--- src/design/sswd_pkg.sv ---
`timescale 1ns / 1ps
// ----------------------------------------------------------------------------
// sswd_pkg
// Types and constants shared by the watermark correlator modules.
// ----------------------------------------------------------------------------
package sswd_pkg;

    localparam int unsigned MAX_BLOCK_SAMPLES     = 65535;
    localparam int unsigned MAX_PAYLOAD_POSITIONS = 4096;

    // configuration register indexes
    localparam logic [1:0] REG_SAMPLES_PER_BLOCK = 2'd0;
    localparam logic [1:0] REG_PAYLOAD_LENGTH    = 2'd1;

    // one finished block, handed from the accumulator to the solver
    typedef struct packed {
        logic signed [63:0] corr;
        logic [47:0]        sig_energy;
        logic [47:0]        chip_energy;
        logic [11:0]        position;
        logic [31:0]        block_idx;
    } block_rec_t;

    typedef enum logic [2:0] {
        BK_IDLE,
        BK_SQUARE,
        BK_PRODUCT,
        BK_NCORR,
        BK_CONF,
        BK_DONE
    } back_state_t;

endpackage

--- src/design/sswd_fifo.sv ---
`timescale 1ns / 1ps
// ----------------------------------------------------------------------------
// sswd_fifo
// Two-entry queue of block records between accumulator and solver.
// ----------------------------------------------------------------------------
module sswd_fifo (
    input  logic               clk,
    input  logic               rst_n,
    input  logic               push,
    input  sswd_pkg::block_rec_t push_data,
    output logic               full,
    input  logic               pop,
    output sswd_pkg::block_rec_t pop_data,
    output logic               empty
);

    sswd_pkg::block_rec_t mem [2];
    logic       wr_ptr_reg, wr_ptr_next;
    logic       rd_ptr_reg, rd_ptr_next;
    logic [1:0] count_reg, count_next;

    assign full     = (count_reg == 2'd2);
    assign empty    = (count_reg == 2'd0);
    assign pop_data = mem[rd_ptr_reg];

    always_comb
    begin
        wr_ptr_next = push ? ~wr_ptr_reg : wr_ptr_reg;
        rd_ptr_next = pop ? ~rd_ptr_reg : rd_ptr_reg;
        count_next  = count_reg + 2'(push) - 2'(pop);
    end

    always_ff @(posedge clk)
    begin
        if (push)
        begin
            mem[wr_ptr_reg] <= push_data;
        end
    end

    always_ff @(posedge clk or negedge rst_n)
    begin
        if (!rst_n)
        begin
            wr_ptr_reg <= 1'b0;
            rd_ptr_reg <= 1'b0;
            count_reg  <= 2'd0;
        end
        else
        begin
            wr_ptr_reg <= wr_ptr_next;
            rd_ptr_reg <= rd_ptr_next;
            count_reg  <= count_next;
        end
    end

endmodule

--- config.mk ---
export PLATFORM = sky130hd
export DESIGN_NAME = sswd_fifo
export DESIGN_NICKNAME = d
export VERILOG_FILES = /design/src/design/sswd_pkg.sv /design/src/design/sswd_fifo.sv
export SDC_FILE = /design/constraint.sdc
export NUM_CORES = 1
export LEC_CHECK = 0
export BUFFER_PORTS_ARGS = -buffer_cell sky130_fd_sc_hd__buf_2
export CORE_MARGIN = 2
export CORE_UTILIZATION = 55
export CTS_CLUSTER_DIAMETER = 120
export DETAILED_ROUTE_END_ITERATION = 8
export PLACE_DENSITY = 0.83
export REMOVE_ABC_BUFFERS = 1
export SLEW_MARGIN = 15
export SYNTH_ARGS = -nofsm -noshare
export SYNTH_HDL_FRONTEND = slang
export SYNTH_SLANG_ARGS = --single-unit
export TNS_END_PERCENT = 5
--- constraint.sdc ---
create_clock -name clk -period 30.4 [get_ports clk]
set_input_delay 0 -clock clk [delete_from_list [all_inputs] [get_ports clk]]
set_output_delay 0 -clock clk [all_outputs]
set_load 0.02 [all_outputs]
# [Word-level counts from Yosys, hierarchy flattened]
# Memory sizes are Yosys's and may differ from the RTL's.
# Index checks and enable logic that the tools add are counted.
# Widths: inputs -> output; s select.
[word_totals] ff_bits=4 ram_bits=408 inputBits=208 output_inout_bits=206 word_cells=12 mem_count=1
[op_classes] n_addsub=2 eq_ne=1 n_mux=2 bitwise=2 n_reduce_logical=1
[mem_list] name="mem" words=2 word_bits=204 read_ports=1 rd_clocked_by_memory_dff=0 wr=1 line_no="sswd_fifo.sv:17" text="sswd_pkg::block_rec_t mem [2];"
[op_table] op="$add 2x1->2" count=1
[op_table] op="$eq 2x2->1 const B" count=1
[op_table] op="$logic_not 2->1" count=1
[op_table] op="$mux 1" count=2
[op_table] op="$not 1->1" count=2
[op_table] op="$sub 2x1->2" count=1

# [Depth between registers and ports, before layout]
[depth] depth_word=2 mapped_depth=5 mapped_depth_nobuf=5

# [Least setup slack after synthesis]
# Ideal clock, no wire load.
[synth_path] kind="reg2reg" startpoint="register wr_ptr_reg" endpoint="memory mem[0][0] in the netlist's numbering, enable pin" setup_time_ns=0.796 arrival_ns=9.396 t_required_ns=29.604 setup_slack_ns=20.208 path_stages_with_launch=2 n_path_buf=0 period_less_slack_ns=10.192 path_cell_list="dfrtp_1 > nor2b_1"
[synth_lines] item="start, declared" line_no="sswd_fifo.sv:18" text="logic wr_ptr_reg, wr_ptr_next;"
[synth_lines] item="start signal, assigned" line_no="sswd_fifo.sv:51" text="wr_ptr_reg <= wr_ptr_next;"
[synth_lines] item="end, declared" line_no="sswd_fifo.sv:17"
# No word-level cell before the write port.

==> results.json <==
{
  "hold_crit_class": "in -> reg",
  "tightestPinTransition_ns": 1.106,
  "gp_congestion": 0.7795,
  "outcome": "finished, final reports clean",
  "maxClockFrequency_ghz": 0.2492,
  "remaining_drc_errors": 0,
  "skew_ns": 0.01085,
  "first_pass_iters": 5,
  "pre_cts_slack_ns": 27.01,
  "ys_types": 13,
  "h-tree-depth": 2,
  "grt_start_max_net_pins": 80,
  "cpPeakStageDelay_ns": 0.96,
  "hold_ws_ns": 0.2050,
  "worst_path_cell_trace": "buf_4 -> buf_4 -> mux2_2 -> buf_2",
  "track_usage_pct": 24.24,
  "stdcell_area_sq_um": 21400,
  "top_level_ports": 414,
  "cts_setup_buffers": 0,
  "grt_pass1_vias": 9368,
  "cts.path.max_buffers": 3,
  "floorplan.initialDensity_pct": 55.92,
  "drv.max_cap_violation_count": 0,
  "dp_hpwl_microns": 20900,
  "clock_latency_ns": 0.52,
  "cts.reportedPaths.clkPinSlew_ns": 0.06,
  "cp_max_fo": 64,
  "layout_worst_path_cycle_share_pct": 13.20,
  "post_layout_nonfiller_instances": 1713,
  "power_mw": 1.992,
  "regArea_sq_um": 12360,
  "avgSynthCellArea_sq_um": 23.90,
  "vias_per_cell": 5.137,
  "rsz_0062_raised_after_global_routing": "false",
  "detailed_place.area_sq_um": 17920,
  "layout.cells.most_common_list": "413 x sky130_fd_sc_hd__buf_2, 408 x sky130_fd_sc_hd__edfxtp_1, 208 x sky130_fd_sc_hd__dlygate4sd3_1",
  "dp.cells": 1426,
  "fill_cells": 1475,
  "die_w_microns": 172.1,
  "final_critical_path_setup_slack_ns": 26.39,
  "detailedRoute.firstIterationViolations": 650,
  "number_of_antenna_violations_at_the_first_check_in_global_routing": 8,
  "startpoint_type": "flop",
  "flow.area_growth_from_synthesis_pct": 37.75,
  "tritoncts.num_buffers": 41,
  "numPortBuffers": 413,
  "cts.sinks": 412,
  "layout_commonest_cell": "sky130_fd_sc_hd__buf_2",
  "cp_slowest_cell": "sky130_fd_sc_hd__buf_4",
  "dr_total_vias": 8799,
  "power-per-cell-area_nw_per_um2": 93.09,
  "ir_worst_vdd_v": 0.0001188,
  "finalSetupViolations": 0,
  "post_synth_instance_area_sq_um": 15540,
  "postCtsResizedCells": 0,
  "report.final.hold_viol_count": 0,
  "multi_input_comb_area_sq_um": 2959,
  "design.die.area_sq_um": 29610,
  "antenna_violating_nets_post_route": 0,
  "routed_wirelength_microns": 37210,
  "max-slew-margin-rel_pct": 26.29,
  "cts_tree": "built",
  "grt_residual_overflow": 0,
  "cts-hold-fix-buffers": 208,
  "maxSlewViolCount": 0,
  "synthesis.instances": 650,
  "drive_above_1_share_pct": 51.70,
  "wl_per_cell_microns": 21.72,
  "design.core.area_sq_um": 27780,
  "cp_data_arrival_time_ns": 4.01,
  "power.leakage_nw": 8.592,
  "wire_length_of_the_first_global_routing_pass_microns": 53120,
  "largest_reg_flops": 408,
  "setup_total_negative_slack_ns": 0,
  "yosys_warnings": 0,
  "final_nets": 1509,
  "critPathRequiredTime_ns": 30.40,
  "yosys_register_bits": 412,
  "num_rows": 61,
  "chipHeight_microns": 172.1,
  "synth_seq_area_share_pct": 79.50,
  "critical_path_class": "reg -> out",
  "period_needed_ns": 4.013,
  "cpMostUsedCell": "sky130_fd_sc_hd__buf_4",
  "fin_util_pct": 77.03,
  "setup.worst_path.end_class": "output port",
  "clockRootBuffer": "sky130_fd_sc_hd__clkbuf_16"
}
==> cell usage after synthesis, drive strengths merged <==
library cell	instances	area, sq um
ha	2	25.02
xor2	2	17.52
dfrtp	4	100.1
edfxtp	408	12250
inv	2	7.510
mux2	204	2860
and2	1	6.260
xor3	1	23.77
nor2	1	3.750
nor2b	2	12.51
buf	23	227.7
==> power by group <==
| group | switching [mW] | internal, mW |
|---|---|---|
| clock network | 0.204 | 0.315 |
| logic | 0.380 | 0.292 |
| registers | 0.0461 | 0.756 |
==> logic make-up (layout without fill, tap and decap cells) <==
family / after synthesis / count (layout) / share of synthesized area, %
flip-flops: 412 / 412 / 79.50
multiplexers: 204 / 204 / 18.41
buffers and inverters: 25 / 702 / 1.514
AND/OR/NAND/NOR: 4 / 4 / 0.1450
XOR/XNOR: 3 / 3 / 0.2658
adder cells (fa/ha/maj): 2 / 2 / 0.1610
other: 0 / 8 / 0
==> cell type report <==
| cell class | instances | share of cell area [%] |
|---|---|---|
| flip-flops and latches | 412 | 57.74 |
| inverters | 2 | 0.03508 |
| repair buffers | 629 | 19.67 |
| well taps | 378 | 2.210 |
| clock inverters | 24 | 1.345 |
| clock buffers | 47 | 5.087 |
| multi-input cells | 213 | 13.83 |
| diodes | 8 | 0.09355 |
==> worst max-delay path: cells and delay by family (launching register included) <==
kind | cells | cell delay [ns]
muxes | 1 | 0.45
buffers and inverters | 3 | 2.02
DFF | 1 | 0.90
==> path summary, 6_finish.rpt <==
path | startpoint | depth (start not counted) | slack [ns] | to
worst max-delay path | rd_ptr_reg | 4 | 26.39 | pop_data[1]
min in group asynchronous | rst_n | 3 | 0.41 | rd_ptr_reg
worst max register to register | wr_ptr_reg | 3 | 27.70 | mem[0][122]
worst min register to register | wr_ptr_reg | 1 | 0.59 | wr_ptr_reg
worst min-delay path | push_data[196] | 2 | 0.21 | mem[0][196]
max in group asynchronous | rst_n | 3 | 29.77 | rd_ptr_reg
==> routing by layer <==
layer	global-route usage, %	vias up	routed length (microns)
li1	-	3911	-
met1	26.63	4332	13020
met2	43.83	450	19450
met3	6.798	106	3045
met4	10.74	0	1691
met5	0	-	0
Note: power is estimated with default switching activity, not from simulation.
