===== config.mk =====
export PLATFORM = sky130hd
export DESIGN_NAME = sswd_front
export DESIGN_NICKNAME = d
export VERILOG_FILES = /design/src/design/sswd_pkg.sv /design/src/design/sswd_front.sv
export SDC_FILE = /design/constraint.sdc
export NUM_CORES = 2
export LEC_CHECK = 0
export ABC_AREA = 1
export BUFFER_PORTS_ARGS = -buffer_cell sky130_fd_sc_hd__buf_2
export CORE_MARGIN = 4
export CORE_UTILIZATION = 50
export DETAILED_ROUTE_END_ITERATION = 12
export PLACE_DENSITY_LB_ADDON = 0.08
export SKIP_LAST_GASP = 1
export SLEW_MARGIN = 20
export SYNTH_ARGS = -nofsm -noshare
export SYNTH_HDL_FRONTEND = slang
export SYNTH_SLANG_ARGS = --single-unit

===== constraint.sdc =====
create_clock -name clk -period 3.35 [get_ports clk]
set_input_delay 0.67 -clock clk [delete_from_list [all_inputs] [get_ports clk]]
set_output_delay 0.67 -clock clk [all_outputs]
set_load 0.05 [all_outputs]

===== src/design/sswd_pkg.sv =====
`timescale 1ns / 1ps
// ----------------------------------------------------------------------------
// sswd_pkg
// Types and constants shared by the watermark correlator modules.
// ----------------------------------------------------------------------------
package sswd_pkg;

    localparam int unsigned MAX_BLOCK_SAMPLES     = 65535;
    localparam int unsigned MAX_PAYLOAD_POSITIONS = 4096;

    // configuration register indexes
    localparam logic [1:0] REG_SAMPLES_PER_BLOCK = 2'd0;
    localparam logic [1:0] REG_PAYLOAD_LENGTH    = 2'd1;

    // one finished block, handed from the accumulator to the solver
    typedef struct packed {
        logic signed [63:0] corr;
        logic [47:0]        sig_energy;
        logic [47:0]        chip_energy;
        logic [11:0]        position;
        logic [31:0]        block_idx;
    } block_rec_t;

    typedef enum logic [2:0] {
        BK_IDLE,
        BK_SQUARE,
        BK_PRODUCT,
        BK_NCORR,
        BK_CONF,
        BK_DONE
    } back_state_t;

endpackage


===== src/design/sswd_front.sv =====
`timescale 1ns / 1ps
// ----------------------------------------------------------------------------
// sswd_front
// Takes samples, tracks block/position counters and accumulates correlation,
// signal energy and chip energy; pushes one record per finished block.
// ----------------------------------------------------------------------------
module sswd_front (
    input  logic               clk,
    input  logic               rst_n,
    input  logic [15:0]        samples_per_block,
    input  logic [12:0]        payload_length,
    input  logic               in_valid,
    output logic               in_ready,
    input  logic signed [15:0] left_sample,
    input  logic signed [15:0] right_sample,
    input  logic signed [15:0] pn_chip,
    input  logic               start_of_stream,
    output logic               push,
    output sswd_pkg::block_rec_t push_data,
    input  logic               full
);

    logic [15:0] sample_cnt_reg, sample_cnt_next;
    logic [11:0] pos_reg, pos_next;
    logic [31:0] blk_reg, blk_next;

    // product stage
    logic               p_valid_reg;
    logic               p_end_reg;
    logic               p_sos_reg;
    logic signed [32:0] p_sc_reg;
    logic [32:0]        p_ss_reg;
    logic [30:0]        p_cc_reg;
    logic [11:0]        p_pos_reg;
    logic [31:0]        p_blk_reg;

    // accumulate stage
    logic signed [63:0] corr_reg, corr_next;
    logic [47:0]        sig_reg, sig_next;
    logic [47:0]        chip_reg, chip_next;

    logic               stall;
    logic               accept;
    logic signed [16:0] mid_sum;
    logic [15:0]        blen;
    logic [12:0]        plen;
    logic [15:0]        sc_base;
    logic [11:0]        pos_base;
    logic [31:0]        blk_base;
    logic               blk_end;
    logic signed [63:0] corr_sum;
    logic [47:0]        sig_sum;
    logic [47:0]        chip_sum;

    assign stall    = p_valid_reg && p_end_reg && full;
    assign in_ready = !stall;
    assign accept   = in_valid && in_ready;
    assign mid_sum  = 17'(left_sample) + 17'(right_sample);

    always_comb
    begin
        blen = (samples_per_block > 16'(sswd_pkg::MAX_BLOCK_SAMPLES))
             ? 16'(sswd_pkg::MAX_BLOCK_SAMPLES) : samples_per_block;
        plen = (payload_length > 13'(sswd_pkg::MAX_PAYLOAD_POSITIONS))
             ? 13'(sswd_pkg::MAX_PAYLOAD_POSITIONS) : payload_length;
        sc_base  = start_of_stream ? 16'd0 : sample_cnt_reg;
        pos_base = start_of_stream ? 12'd0 : pos_reg;
        blk_base = start_of_stream ? 32'd0 : blk_reg;
        blk_end  = ({1'b0, sc_base} + 17'd1) >= {1'b0, blen};

        sample_cnt_next = sample_cnt_reg;
        pos_next        = pos_reg;
        blk_next        = blk_reg;
        if (accept)
        begin
            if (blk_end)
            begin
                sample_cnt_next = 16'd0;
                blk_next        = blk_base + 32'd1;
                if (({1'b0, pos_base} + 13'd1) >= plen)
                begin
                    pos_next = 12'd0;
                end
                else
                begin
                    pos_next = pos_base + 12'd1;
                end
            end
            else
            begin
                sample_cnt_next = sc_base + 16'd1;
                pos_next        = pos_base;
                blk_next        = blk_base;
            end
        end
    end

    always_comb
    begin
        corr_sum = (p_sos_reg ? 64'sd0 : corr_reg) + 64'(p_sc_reg);
        sig_sum  = (p_sos_reg ? 48'd0 : sig_reg) + 48'(p_ss_reg);
        chip_sum = (p_sos_reg ? 48'd0 : chip_reg) + 48'(p_cc_reg);

        push                  = p_valid_reg && p_end_reg && !full;
        push_data.corr        = corr_sum;
        push_data.sig_energy  = sig_sum;
        push_data.chip_energy = chip_sum;
        push_data.position    = p_pos_reg;
        push_data.block_idx   = p_blk_reg;

        corr_next = corr_reg;
        sig_next  = sig_reg;
        chip_next = chip_reg;
        if (p_valid_reg && !stall)
        begin
            if (p_end_reg)
            begin
                corr_next = 64'sd0;
                sig_next  = 48'd0;
                chip_next = 48'd0;
            end
            else
            begin
                corr_next = corr_sum;
                sig_next  = sig_sum;
                chip_next = chip_sum;
            end
        end
    end

    always_ff @(posedge clk)
    begin
        if (accept)
        begin
            p_end_reg <= blk_end;
            p_sos_reg <= start_of_stream;
            p_sc_reg  <= 33'(mid_sum * pn_chip);
            p_ss_reg  <= 33'(mid_sum * mid_sum);
            p_cc_reg  <= 31'(pn_chip * pn_chip);
            p_pos_reg <= pos_base;
            p_blk_reg <= blk_base;
        end
    end

    always_ff @(posedge clk or negedge rst_n)
    begin
        if (!rst_n)
        begin
            p_valid_reg    <= 1'b0;
            sample_cnt_reg <= 16'd0;
            pos_reg        <= 12'd0;
            blk_reg        <= 32'd0;
            corr_reg       <= 64'sd0;
            sig_reg        <= 48'd0;
            chip_reg       <= 48'd0;
        end
        else
        begin
            if (!stall)
            begin
                p_valid_reg <= accept;
            end
            sample_cnt_reg <= sample_cnt_next;
            pos_reg        <= pos_next;
            blk_reg        <= blk_next;
            corr_reg       <= corr_next;
            sig_reg        <= sig_next;
            chip_reg       <= chip_next;
        end
    end

endmodule


# [After elaboration in Yosys (flattened, before gate mapping)]
# Index checks and enable logic that the tools add are counted.
[word_totals] ff_bits=364 input_bits=82 out_inout_bits=206
[op_classes] n_addsub=9 multipliers=3 magnitude_cmp=4 muxes=15 n_reduce_logical=7
[op_table] op="2-to-1 mux 48 bit" n=4
[op_table] op="2-to-1 mux 64 bit" n=2
[op_table] op="adder 64 x 33 -> 64 bit" n=1
[op_table] op="2-to-1 mux 32 bit" n=2
[op_table] op="adder 48 x 31 -> 48 bit" n=1
[op_table] op="adder 48 x 33 -> 48 bit" n=1
[op_table] op="2-to-1 mux 16 bit" n=3
[op_table] op="2-to-1 mux 12 bit" n=3
[op_table] op="multiplier 17 x 16 -> 33 bit" n=1
[op_table] op="multiplier 17 x 17 -> 33 bit" n=1
[op_table] op="adder 32 x 1 -> 32 bit, second input constant" n=1
[op_table] op="multiplier 16 x 16 -> 31 bit" n=1
[op_table] op="adder 16 x 1 -> 17 bit, second input constant" n=1
[op_table] op="adder 16 x 16 -> 17 bit" n=1
[op_table] op="greater-or-equal comparator 17 x 16 -> 1 bit" n=1
[op_table] op="adder 16 x 1 -> 16 bit, second input constant" n=1
[op_table] op="greater-than comparator 16 bit, second input constant" n=1
[op_table] op="adder 12 x 1 -> 13 bit, second input constant" n=1
[op_table] op="greater-or-equal comparator 13 bit" n=1
[op_table] op="greater-than comparator 13 bit, second input constant" n=1
[op_table] op="2-to-1 mux 13 bit" n=1
[op_table] op="adder 12 x 1 -> 12 bit, second input constant" n=1
[op_table] op="logical AND 1 bit" n=5
[op_table] op="zero test 1 bit" n=2

# [Logic depth before layout (Yosys ltp)]
[depth] word_depth=5 depth_mapped=37 depth_no_buf=36

# [Worst setup path before layout]
# OpenSTA, ideal clock, no wires.
[synth_timing] path_type="in2reg" startpoint="input port left_sample[0]" endpoint="register p_ss_reg[30], data pin" setup_ps=253 arrival_ps=7213 setup_slack_ps=-4116 stages=31 n_path_buf=1 path_cell_list="ha_1 > inv_1 > fa_1 > inv_1 > nand3_1 > nand2_1 > nand2_1 > nand2_1 > a21boi_1 > o21ai_1 > nand2_1 > nand2_2 > buf_2 > nor2_1 > fa_1 > inv_1 > fa_1 > inv_1 > fa_1 > fa_1 > fa_1 > inv_1 > fa_1 > inv_1 > ha_1 > a21oi_1 > o21ai_0 > a221oi_1 > nand3_1 > nand2_1 > nand2_1"
[synth_between] elab_chain_cells=2
[synth_rtl] item="from (decl)" line_no="sswd_front.sv:14" source="input logic signed [15:0] left_sample,"
[synth_rtl] item="adder 16 x 16 -> 17 bit" line_no="sswd_front.sv:58" source="assign mid_sum = 17'(left_sample) + 17'(right_sample);"
[synth_rtl] item="multiplier 17 x 17 -> 33 bit" line_no="sswd_front.sv:138" source="p_ss_reg <= 33'(mid_sum * mid_sum);"
[synth_rtl] item="to (signal assigned)" line_no="sswd_front.sv:138"
[synth_rtl] item="to (decl)" line_no="sswd_front.sv:32" source="logic [32:0] p_ss_reg;"
# Every way passes these cells.
# A chain may end at the register's enable or synchronous reset.

# [Final worst setup path]
[layout_timing] startpoint="input port right_sample[0]" endpoint="register p_sc_reg[27], data pin"
[layout_between] elab_chain_cells=2
[layout_rtl] item="from (decl)" line_no="sswd_front.sv:15" source="input logic signed [15:0] right_sample,"
[layout_rtl] item="adder 16 x 16 -> 17 bit" line_no="sswd_front.sv:58"
[layout_rtl] item="multiplier 17 x 16 -> 33 bit" line_no="sswd_front.sv:137" source="p_sc_reg <= 33'(mid_sum * pn_chip);"
[layout_rtl] item="to (signal assigned)" line_no="sswd_front.sv:137"
[layout_rtl] item="to (decl)" line_no="sswd_front.sv:31" source="logic signed [32:0] p_sc_reg;"
# Every way passes these cells.

==> load_flow_metrics.sql <==
INSERT INTO impl_metrics (metric_group, metric, value, unit) VALUES
('global_routing', 'grt_start_max_net_pins', '132', ''),
('timing', 'relSlewSlack', '32.2', '%'),
('setup_path', 'critical-path-top-delay-family', 'adder cells', ''),
('setup_path', 'critical_path_peak_fanout', '6', ''),
('layout', 'post_route_cells_drive_above_1_share', '35.9', '%'),
('synthesis', 'synth_cells', '7908', ''),
('route', 'router_iterations_before_antenna_repair', '5', ''),
('setup_path', 'crit_slowest_cell', 'fa_1', ''),
('layout', 'area_delta_synth_final', '45.0', '%'),
('layout', 'finish.utilization', '73.3', '%'),
('timing', 'timing.final.max_slew_violations', '0', ''),
('route', 'antenna_left', '0', ''),
('job', 'drv_cap', '0', ''),
('route', 'avgRoutedWirePerCell', '18.1', 'um'),
('place', 'gp_routability_congestion', '0.992', ''),
('global_routing', 'gr-usage-all-layers', '31.8', '%'),
('synthesis', 'postSynthRegisterBits', '362', ''),
('layout', 'final_nets', '10901', ''),
('route', 'totalWireLength', '203000', 'um'),
('outcome', 'violations', 'setup timing', ''),
('layout', 'largest_register_ff_count', '64', ''),
('place', 'port_buffers', '287', ''),
('synthesis', 'synthesis.nets', '9187', ''),
('synthesis', 'netlist.area_leader.share', '26.8', '%'),
('layout', 'post_layout_nonfiller_instances', '11169', ''),
('hold_path', 'class_of_the_most_critical_hold_timing_path', 'flop to flop', ''),
('setup_path', 'critical_path_buf_inv_count', '12', ''),
('floorplanning', 'floorplan.initialDensity', '50.5', '%'),
('synthesis', 'most_area_consuming_cells_after_synthesis', 'fa_1 27%, nand2_1 13%, inv_1 12%', ''),
('setup_path', 'critPathKind', 'input port to flop', ''),
('floorplanning', 'die_width', '349', 'um'),
('layout', 'antenna_cells', '0', ''),
('route', 'route.detailed.vias_per_inst', '5.11', ''),
('timing', 'whs', '476', 'ps'),
('timing', 'layout_worst_path_cycle_share', '199', '%'),
('synthesis', 'synth_seq_area_share', '16.8', '%'),
('synthesis', 'postSynth.asyncResetShare', '61.0', '%'),
('floorplanning', 'core', '115000', 'um^2'),
('setup_path', 'setup.worst_path.end_class', 'flop', ''),
('timing', 'final-hold-violation-count', '0', ''),
('floorplanning', 'die_height', '349', 'um'),
('cts', 'clkSlewWorstSetupHoldPaths', '50', 'ps'),
('place', 'placed_cells', '10843', ''),
('synthesis', 'synth_area', '58000', 'um^2'),
('outcome', 'status', 'finished, violations left', ''),
('cts', 'tritoncts_clock_tree', 'built', ''),
('synthesis', 'yosysWarnings', '0', ''),
('route', 'detailroute.via_count', '57112', ''),
('global_routing', 'first_global_vias', '57322', ''),
('timing', 'clock-skew-final', '41.4', 'ps'),
('timing', 'layout_min_cycle_time', '6680', 'ps'),
('synthesis', 'synth_top_area_cell', 'fa_1', ''),
('cts', 'clockRootBuffer', 'clkbuf_16', ''),
('floorplanning', 'io-pin-count', '288', ''),
('place', 'place_worst_setup_slack', '-4110', 'ps'),
('global_routing', 'grt_pass1_wl', '307000', 'um'),
('timing', 'finalSetupViolCount', '266', ''),
('place', 'detailed_place_hpwl', '161000', 'um'),
('route', 'drc', '0', ''),
('timing', 'fmax', '0.150', 'GHz'),
('cts', 'cts.htree.levels', '2', ''),
('floorplanning', 'die_area', '122000', 'um^2'),
('setup_path', 'critical_path.startpoint_type', 'input port', ''),
('synthesis', 'synth-main-ff-cell', 'dfrtp_1', ''),
('setup_path', 'cp.required', '3710', 'ps'),
('cts', 'cts.sink_count', '362', ''),
('synthesis', 'synth_edf_count', '141', ''),
('layout', 'multi_input_area', '48500', 'um^2'),
('route', 'drt_iter0_drc', '3842', ''),
('layout', 'sequential_area', '9760', 'um^2'),
('synthesis', 'avgSynthCellArea', '7.33', 'um^2'),
('cts', 'tritoncts.num_buffers', '43', ''),
('timing', 'layout_setup_ws', '-3330', 'ps'),
('cts', 'clock_latency', '630', 'ps'),
('setup_path', 'cpPeakStageDelay', '560', 'ps'),
('timing', 'grt_setup_unrepaired', 'true', ''),
('timing', 'worstMarginPinSlew', '1020', 'ps'),
('global_routing', 'globalRouteOverflowTotal', '0', ''),
('setup_path', 'worst_ep_arrival_time', '7040', 'ps'),
('global_routing', 'antenna_violations_before_repair', '0', ''),
('layout', 'final.fill_count', '8989', ''),
('synthesis', 'netlist-cell-type-count', '55', ''),
('cts', 'max-clock-path-buffers', '3', ''),
('floorplanning', 'std_cell_rows', '124', '');
==> path summary, 6_finish.rpt <==
| check | start | to | slack, ps | cells after the start |
|---|---|---|---|---|
| worst max register to register | sample_cnt_reg[0]$_DFFE_PN0P_ | sample_cnt_reg[8]$_DFFE_PN0P_ | -70 | 17 |
| min in group asynchronous | rst_n | sig_reg[32]$_DFFE_PN0P_ | 580 | 2 |
| max in group asynchronous | rst_n | sample_cnt_reg[10]$_DFFE_PN0P_ | 1970 | 3 |
| worst min-delay path | corr_reg[63]$_DFFE_PN0P_ | corr_reg[63]$_DFFE_PN0P_ | 480 | 2 |
| worst min register to register | corr_reg[63]$_DFFE_PN0P_ | corr_reg[63]$_DFFE_PN0P_ | 480 | 2 |
| worst max-delay path | right_sample[0] | p_sc_reg[27]$_DFFE_PP_ | -3330 | 37 |
==> stage by stage <==
stage | setup TNS, ps | instance area [um^2]
floorplan | -225400 | 61600
global placement | -295250 | 74300
detailed placement | -305200 | 74300
CTS | -317240 | 77200
global route | -378740 | 84100
finish | -330940 | 84100
==> logic make-up after synthesis <==
| logic type | after synthesis | share of synthesized area [%] |
|---|---|---|
| simple gates | 3442 | 24.5 |
| buf+inv | 2020 | 13.3 |
| fa+ha+maj | 1197 | 35.9 |
| compound gates | 655 | 6.02 |
| flops | 362 | 16.8 |
| xor+xnor | 232 | 3.52 |
==> final cells by class <==
class                   count  share of cell area, %
clock buffers              55                   1.39
clock inverters            25                  0.347
repair inverters            1                0.00744
inverters                1836                   8.36
repair buffers           1852                   18.4
multi-input cells        5526                   57.6
well taps                1512                   2.25
flip-flops and latches    362                   11.6
==> tightest hold or removal path, cell delays in order, from the launching register on <==
cell	delay [ps]
dfrtp_1	340
nand2_1	50
nand2_1	60
==> placed cells by master (no fill, tap or decap), drive strengths merged, types with 8 or more instances in the layout <==
master    count
o21ai       268
ha          421
xor2        162
xnor2        70
o21a          8
nor2        829
edfxtp      141
nand3b       21
clkinvlp     15
nand3       318
a21o         19
nor3         68
clkbuf       70
and2         59
o21bai       14
dfrtp       221
nand2      2007
buf        1836
o22ai        20
fa          776
nor4         16
or2          19
inv        1827
clkinv       17
a21oi       297
nand4       103
==> Yosys cell counts (14+ instances only) <==
library cell / instances
xor2_1: 161
nor2_2: 24
nor2_1: 795
or2_2: 17
edfxtp_1: 141
nand3_1: 316
buf_2: 32
nor4_1: 16
a21oi_1: 297
dfrtp_1: 221
nand2_1: 2002
a21o_1: 19
nand3b_1: 21
clkbuf_1: 133
nor3_1: 64
ha_1: 421
inv_1: 1821
o21ai_0: 261
o22ai_1: 20
xnor2_1: 70
and2_1: 59
o21bai_1: 14
fa_1: 776
nand4_1: 100
==> layer usage <==
layer / global-route usage [%] / wire length, um / vias up
met5: 0 / 0 / -
li1: - / - / 27307
met3: 3.15 / 11800 / 411
met4: 11.2 / 9570 / 0
met1: 44.0 / 86800 / 27675
met2: 52.4 / 94300 / 1719
==> repair_timing <==
item,in CTS,in global routing
buffers inserted,48,190
gates resized for setup,273,1403
hold endpoints to repair,40,0
setup endpoints to repair,264,276
gates cloned,1,15
pin swaps,206,577
hold buffers,1,0
Power is not shown: default switching activity piles up to over one toggle a cycle in this logic, so the estimate is an artifact.
